`src/design/int_to_radix_ascii_assert.svh`:
```
// assertion macros for the int_to_radix_ascii block
// expects signals clk and arst_n in the scope where a macro is used
`ifndef INT_TO_RADIX_ASCII_ASSERT_SVH
`define INT_TO_RADIX_ASCII_ASSERT_SVH

// same-cycle implication, checked out of reset
`define ITRA_ASSERT_NOW(lbl, ante, cons, msg) \
	lbl: assert property (@(posedge clk) disable iff (!arst_n) (ante) |-> (cons)) \
		else $error(msg);

// next-cycle implication, checked out of reset
`define ITRA_ASSERT_NEXT(lbl, ante, cons, msg) \
	lbl: assert property (@(posedge clk) disable iff (!arst_n) (ante) |=> (cons)) \
		else $error(msg);

`endif

```
`src/design/itra_pkg.sv`:
```
// shared types and constants for the int_to_radix_ascii block
// no dependencies
package itra_pkg;

	// widths and depths
	localparam int VALUE_WIDTH = 32;
	localparam int DIGIT_DEPTH = 32;
	localparam int RADIX_W     = 6;
	localparam int LEN_W       = 6;
	localparam int CHAR_W      = 8;
	localparam int TOT_W       = LEN_W + 1;
	localparam int BIT_W       = $clog2(VALUE_WIDTH);
	localparam int CNT_W       = $clog2(DIGIT_DEPTH + 1);

	// radix limits
	localparam logic [RADIX_W-1:0] RADIX_MIN = RADIX_W'(2);
	localparam logic [RADIX_W-1:0] RADIX_MAX = RADIX_W'(36);

	// character codes
	localparam logic [CHAR_W-1:0] CHAR_NONE  = 8'h00;
	localparam logic [CHAR_W-1:0] CHAR_MINUS = 8'h2D;
	localparam logic [CHAR_W-1:0] CHAR_ZERO  = 8'h30;
	localparam logic [CHAR_W-1:0] CHAR_A     = 8'h41;
	localparam logic [RADIX_W-1:0] DEC_DIGITS = RADIX_W'(10);

	// sequencer states
	typedef enum logic [2:0] {
		ST_IDLE   = 3'b001,
		ST_DIVIDE = 3'b010,
		ST_EMIT   = 3'b100
	} state_t;

	// digit value to ascii, upper-case letters above nine
	function automatic logic [CHAR_W-1:0] digit_char(input logic [RADIX_W-1:0] d);
		logic [CHAR_W-1:0] ch;
		if (d < DEC_DIGITS) begin
			ch = CHAR_ZERO + CHAR_W'(d);
		end else begin
			ch = CHAR_A + CHAR_W'(d - DEC_DIGITS);
		end
		return ch;
	endfunction

endpackage

```
`src/design/int_to_radix_ascii.sv`:
```
// int_to_radix_ascii: signed integer to zero-padded ascii text in radix 2..36
// depends on itra_pkg and int_to_radix_ascii_assert.svh

// One input transfer is converted at a time. A shared restoring subtract-and-compare
// unit divides the magnitude by the radix one quotient bit per clock. The characters
// then leave at one per cycle while out_stall is low: optional '-', '0' padding up
// to min_length, then the digits most significant first, with last set on the final
// one (at most 63 characters). A radix outside 2..36 gives a single result with
// character 0, last and bad_radix set. in_stall stays high from the input transfer
// until the final character has been loaded into the output register; a new value
// is taken while that character still waits at the output.
module int_to_radix_ascii
	import itra_pkg::*;
(
	input  logic                          clk,
	input  logic                          arst_n,
	input  logic                          in_valid,
	output logic                          in_stall,
	input  logic signed [VALUE_WIDTH-1:0] value,
	input  logic        [RADIX_W-1:0]     radix,
	input  logic        [LEN_W-1:0]       min_length,
	output logic                          out_valid,
	input  logic                          out_stall,
	output logic        [CHAR_W-1:0]      character,
	output logic                          last,
	output logic                          bad_radix
);

`include "int_to_radix_ascii_assert.svh"

	state_t                 state_q;
	logic [VALUE_WIDTH-1:0] mag_q;
	logic [RADIX_W-1:0]     rem_q;
	logic [RADIX_W-1:0]     radix_q;
	logic [LEN_W-1:0]       min_len_q;
	logic [LEN_W-1:0]       pad_q;
	logic [BIT_W-1:0]       bit_q;
	logic [CNT_W-1:0]       cnt_q;
	logic                   neg_q;
	logic                   sign_q;
	logic                   bad_q;
	logic [RADIX_W-1:0]     digit_stack_q [DIGIT_DEPTH];

	logic                   out_valid_q;
	logic [CHAR_W-1:0]      character_q;
	logic                   last_q;
	logic                   bad_radix_q;

	logic                   in_xfer;
	logic                   in_bad;
	logic [VALUE_WIDTH-1:0] val_u;
	logic [VALUE_WIDTH-1:0] mag_in;
	logic [RADIX_W:0]       trial;
	logic                   ge;
	logic [RADIX_W:0]       trial_sub;
	logic [RADIX_W-1:0]     rem_new;
	logic [VALUE_WIDTH-1:0] mag_new;
	logic                   digit_end;
	logic [CNT_W-1:0]       cnt_inc;
	logic                   div_done;
	logic [TOT_W-1:0]       nat_len;
	logic [TOT_W-1:0]       min_ext;
	logic [LEN_W-1:0]       pad_calc;
	logic                   load;
	logic                   push;
	logic                   pop;
	logic [CHAR_W-1:0]      next_char;
	logic                   next_last;
	logic                   next_bad;

	// input handshake and magnitude
	assign in_stall = (state_q != ST_IDLE);
	assign in_xfer  = in_valid && !in_stall;
	assign in_bad   = (radix < RADIX_MIN) || (radix > RADIX_MAX);
	assign val_u    = value;
	assign mag_in   = val_u[VALUE_WIDTH-1] ? (~val_u + 1'b1) : val_u;

	// shared restoring divide step, one quotient bit per cycle
	assign trial     = {rem_q, mag_q[VALUE_WIDTH-1]};
	assign ge        = (trial >= {1'b0, radix_q});
	assign trial_sub = trial - {1'b0, radix_q};
	assign rem_new   = ge ? trial_sub[RADIX_W-1:0] : trial[RADIX_W-1:0];
	assign mag_new   = {mag_q[VALUE_WIDTH-2:0], ge};
	assign digit_end = (bit_q == BIT_W'(VALUE_WIDTH - 1));
	assign cnt_inc   = cnt_q + 1'b1;
	assign div_done  = (mag_new == '0) || (cnt_inc == CNT_W'(DIGIT_DEPTH));
	assign push      = (state_q == ST_DIVIDE) && digit_end;

	// padding once the digit count is known
	assign nat_len  = TOT_W'(neg_q) + TOT_W'(cnt_inc);
	assign min_ext  = TOT_W'(min_len_q);
	assign pad_calc = (min_ext > nat_len) ? LEN_W'(min_ext - nat_len) : '0;

	// next character in emit order: error, sign, padding, digits
	assign load = (state_q == ST_EMIT) && (!out_valid_q || !out_stall);
	always_comb begin
		next_bad = 1'b0;
		pop      = 1'b0;
		priority if (bad_q) begin
			next_char = CHAR_NONE;
			next_last = 1'b1;
			next_bad  = 1'b1;
		end else if (sign_q) begin
			next_char = CHAR_MINUS;
			next_last = (pad_q == '0) && (cnt_q == '0);
		end else if (pad_q != '0) begin
			next_char = CHAR_ZERO;
			next_last = (pad_q == LEN_W'(1)) && (cnt_q == '0);
		end else begin
			next_char = digit_char(digit_stack_q[0]);
			next_last = (cnt_q == CNT_W'(1));
			pop       = load;
		end
	end

	// sequencer and datapath control
	always_ff @(posedge clk or negedge arst_n) begin
		if (!arst_n) begin
			state_q <= ST_IDLE;
			mag_q   <= '0;
			cnt_q   <= '0;
			bit_q   <= '0;
			rem_q   <= '0;
			pad_q   <= '0;
			neg_q   <= 1'b0;
			sign_q  <= 1'b0;
			bad_q   <= 1'b0;
		end else begin
			unique case (state_q)
				ST_IDLE: begin
					if (in_xfer && in_bad) begin
						bad_q   <= 1'b1;
						state_q <= ST_EMIT;
					end else if (in_xfer) begin
						bad_q   <= 1'b0;
						mag_q   <= mag_in;
						neg_q   <= val_u[VALUE_WIDTH-1];
						sign_q  <= val_u[VALUE_WIDTH-1];
						cnt_q   <= '0;
						bit_q   <= '0;
						rem_q   <= '0;
						state_q <= ST_DIVIDE;
					end
				end
				ST_DIVIDE: begin
					mag_q <= mag_new;
					if (digit_end) begin
						rem_q <= '0;
						bit_q <= '0;
						cnt_q <= cnt_inc;
						if (div_done) begin
							pad_q   <= pad_calc;
							state_q <= ST_EMIT;
						end
					end else begin
						rem_q <= rem_new;
						bit_q <= bit_q + 1'b1;
					end
				end
				ST_EMIT: begin
					if (load) begin
						if (bad_q) begin
							bad_q <= 1'b0;
						end else if (sign_q) begin
							sign_q <= 1'b0;
						end else if (pad_q != '0) begin
							pad_q <= pad_q - 1'b1;
						end else begin
							cnt_q <= cnt_q - 1'b1;
						end
						if (next_last) begin
							state_q <= ST_IDLE;
						end
					end
				end
				default: begin
					state_q <= ST_IDLE;
				end
			endcase
		end
	end

	// operand registers captured on the input transfer
	always_ff @(posedge clk) begin
		if (in_xfer) begin
			radix_q   <= radix;
			min_len_q <= min_length;
		end
	end

	// digit stack: push at the top while dividing, pop from the top while emitting
	always_ff @(posedge clk) begin
		if (push) begin
			digit_stack_q[0] <= rem_new;
			for (int i = 1; i < DIGIT_DEPTH; i++) begin
				digit_stack_q[i] <= digit_stack_q[i-1];
			end
		end else if (pop) begin
			for (int i = 0; i < DIGIT_DEPTH - 1; i++) begin
				digit_stack_q[i] <= digit_stack_q[i+1];
			end
		end
	end

	// output register
	always_ff @(posedge clk or negedge arst_n) begin
		if (!arst_n) begin
			out_valid_q <= 1'b0;
		end else if (load) begin
			out_valid_q <= 1'b1;
		end else if (!out_stall) begin
			out_valid_q <= 1'b0;
		end
	end

	always_ff @(posedge clk) begin
		if (load) begin
			character_q <= next_char;
			last_q      <= next_last;
			bad_radix_q <= next_bad;
		end
	end

	assign out_valid = out_valid_q;
	assign character = character_q;
	assign last      = last_q;
	assign bad_radix = bad_radix_q;

	// checks
	`ITRA_ASSERT_NEXT(a_busy_after_xfer, in_xfer, (state_q != ST_IDLE), "not busy after transfer")
	`ITRA_ASSERT_NOW(a_rem_below_radix, (state_q == ST_DIVIDE), (rem_q < radix_q), "remainder not below radix")
	`ITRA_ASSERT_NOW(a_pop_nonempty, pop, (cnt_q != '0), "digit pop from empty stack")
	`ITRA_ASSERT_NOW(a_bad_is_last, (out_valid_q && bad_radix_q), last_q, "error result without last")
	`ITRA_ASSERT_NOW(a_cnt_in_range, 1'b1, (cnt_q <= CNT_W'(DIGIT_DEPTH)), "digit count past depth")

endmodule

```
`config.mk`:
```
export PLATFORM = sky130hd
export DESIGN_NAME = int_to_radix_ascii
export DESIGN_NICKNAME = d
export VERILOG_FILES = /design/src/design/itra_pkg.sv /design/src/design/int_to_radix_ascii.sv
export VERILOG_INCLUDE_DIRS = /design/src /design/src/design
export SDC_FILE = /design/constraint.sdc
export NUM_CORES = 1
export LEC_CHECK = 0
export ABC_AREA = 1
export BUFFER_PORTS_ARGS = -buffer_cell sky130_fd_sc_hd__buf_2
export CORE_ASPECT_RATIO = 1.75
export CORE_MARGIN = 2
export CORE_UTILIZATION = 43
export DETAILED_ROUTE_END_ITERATION = 10
export PLACE_DENSITY_LB_ADDON = 0.2
export SLEW_MARGIN = 5
export SYNTH_ARGS = -nofsm -noshare
export SYNTH_HDL_FRONTEND = slang
export SYNTH_SLANG_ARGS = --single-unit
```
`constraint.sdc`:
```
create_clock -name clk -period 12.3 [get_ports clk]
set_input_delay 0 -clock clk [delete_from_list [all_inputs] [get_ports clk]]
set_output_delay 0 -clock clk [all_outputs]
set_load 0.02 [all_outputs]
```
==> out/qor.csv <==
metric,value,unit
Pwr Density,179.0,nW/um^2
final weighted congestion in routability-driven placement,0.8896,
post-CTS setup buffer count,0,
critical path's most frequent cell,buf_4,
total number of yosys warnings,0,
most numerous cell in the Yosys netlist,nand2_1,
IO buf count,59,
FP Rows,88,
Slew Limit Headroom,32.30,%
Starting Density,43.37,%
Synth Net Count,1726,
routed metal-1 wirelength,13170,um
final setup vio count,0,
min cycle time layout,4.004,ns
initial drt markers,654,
status,"complete, no violations",
Post-Syn Instances,1648,
placed cells,2060,
Leakage Power,7.078,nW
diode count,0,
Worst-Margin Slew,1.015,ns
synth unique cells,44,
CTS tree,built,
remaining global-route overflow,0,
Via density,5.083,
met2 wire length,15960,um
Remaining DRCs,0,
vias,10950,
P_int,1.867,mW
share of the synthesized area in the top cell type,45.16,%
first-pass GRT wire length,52070,um
worst path bufs/invs,4,
htree depth,1,
worst min path class,in2async,
ys async rst share,22.46,%
fin nets,1808,
RSZ-0062 raised after global routing,no,
Synth Flop Type,edfxtp_1,
total wire length,31490,um
"FF+latch count, synth",276,
Worst Path Required,12.57,ns
top post-synthesis cells by count,"nand2_1 (564), edfxtp_1 (214), inv_1 (167)",
met3 WL post-DR,1100,um
crit path cell chain,"nor3_4, inv_2, nor2_2, nand2_4, buf_4, clkinv_2, buf_4, o21ai_0",
die height,244.7,um
Worst Skew,0.01349,ns
switching power,1.014,mW
CP arrival,4.27,ns
Logic pwr share,30.2,%
Post-DP HPWL,21610,um
later-pin clock latency in the skew report,0.55,ns
Synth area leader,edfxtp_1,
cell area after synthesis,14230,um^2
Worst path top cell family by delay,buffers and inverters,
maximum root-to-sink buffer count,3,
ANT nets after route,0,
setup TNS,0,ns
Detailed Routing Iterations Pass 1,5,
Max Cap Viol,0,
Post-synth EDFFs,214,
Tot Pwr,2.881,mW
CP startpoint kind,flop,
final hold violation count,0,
largest net degree at the start of global routing,105,
Setup Crit Path Kind,reg2reg,
Syn Area/Cell,8.635,um^2
core area,32810,um^2
Filler cells,3165,
Boundary Pins,60,
crit path from,state_q[1],
worst r2r src,state_q[1],
max layer used,met4,
Tot GR Track Use,18.39,%
Switching Fraction,35.20,%
fin crit share,32.55,%
Slowest cell on crit path,buf_4,
Final Non-Filler Cells,2155,
post-synthesis sequential area ratio,56.07,%
TritonCTS Buffers,26,
layout cells sized above 1,8.286,%
Final Max Tran Viols,0,
CTS sink count,276,
Max VDD drop,0.1223,mV
initial antenna violation count,0,
Max Clock Freq,249.8,MHz
kind of end point of the critical path,flop,
final core utilization,49.06,%
highest fanout seen on the critical path,104,
vias in the first global route,10660,
Seq pwr share,42.7,%
Die Wd,141.5,um
Worst path max stage delay,0.65,ns
wire length per cell,14.61,um
clock power share,27.1,%
CTS Root Cell,clkbuf_16,
Area Growth Syn to Fin,13.11,%
die area,34620,um^2
clock-pin slew on the worst setup and hold paths,0.07,ns
top post-synthesis cells by area,"edfxtp_1 (45%), nand2_1 (15%), dfrtp_1 (11%)",
==> path summary, 6_finish.rpt <==
kind,slack [ns],to,depth (start not counted)
max,8.30,digit_stack_q[1][18],8
min in group clk,0.18,min_len_q[4],2
min,0.17,pad_q[3],3
min reg2reg,0.46,digit_stack_q[3][43],0
max reg2reg,8.30,digit_stack_q[1][18],8
max in group asynchronous,11.56,mag_q[2],3
==> logic make-up after synthesis <==
group | count (synthesis) | share of synthesized area, %
adders and majority gates | 30 | 2.743
DFF | 276 | 56.07
and+or+nand+nor | 827 | 23.61
AOI/OAI and AO/OA | 252 | 9.258
buffers and inverters | 241 | 6.972
xor gates and xnor gates | 22 | 1.354
==> cell type report <==
class                           instances  area [um^2]  area share (%)
Clock inverter                         16        121.4          0.7540
Timing Repair Buffer                  116        840.8           5.223
Clock buffer                           32        703.2           4.368
Sequential cell                       276         7979           49.57
Tap cell                              405        506.7           3.148
Multi-Input combinational cell       1131         5273           32.76
Inverter                              179        673.1           4.182
==> cells in the final DEF, fill, tap and decap left out, types with 4 or more instances in the layout <==
cell           count
a21oi_1           33
buf_2             59
buf_4             10
clkbuf_16         26
clkinv_2          12
dfrtp_1           61
dlygate4sd3_1     47
edfxtp_1         214
ha_1              28
inv_1            167
inv_2             10
nand2_1          563
nand3_1           78
nand4_1           16
nor2_1           138
nor2_2             4
nor3_1             5
o211ai_1           5
o21ai_0          130
o21ai_1           66
o21bai_1           5
o22ai_1            4
or2_2              5
xnor2_1            9
xor2_1            13
==> worst min-delay path: cells and delay by family <==
kind / cells / cell delay, ns
buf+inv: 3 / 1.24
==> state kept, by name (all words and copies together) (netlist names), 3 cells and up <==
register       flops
bit_q              5
character          8
cnt_q              6
digit_stack_q    192
mag_q             32
min_len_q          6
pad_q              6
radix_q            6
rem_q              6
state_q            3
==> power by group through the flow <==
stage	registers, mW	logic [mW]	clock network, mW
CTS	1.23	0.885	0.805
finish	1.23	0.869	0.781
global route	1.24	0.996	0.835
global placement	1.25	0.860	0
floorplan	1.23	0.668	0
detailed placement	1.25	0.870	0
==> routing by layer <==
layer | global-route usage [%] | vias to the layer above
met3 | 2.302 | 64
met5 | 0 | -
met2 | 32.65 | 181
li1 | - | 5543
met4 | 7.882 | 0
met1 | 22.37 | 5166
==> stage by stage <==
step | setup WS [ns] | cell area, um^2 | hold WS (ns)
final | 8.296 | 16100 | 0.1724
after CTS | 8.312 | 16100 | 0.1401
after floorplan | 6.182 | 14230 | -0.2956
after detailed placement | 8.339 | 14800 | 0.1816
after global routing | 7.920 | 16100 | 0.1706
after global placement | 8.465 | 14800 | 0.1767
==> repair_timing <==
action,CTS,global route
hold endpoints to repair,123,0
gates resized for setup,0,0
hold buffers,47,0
Power figures use the tool's default switching activity.
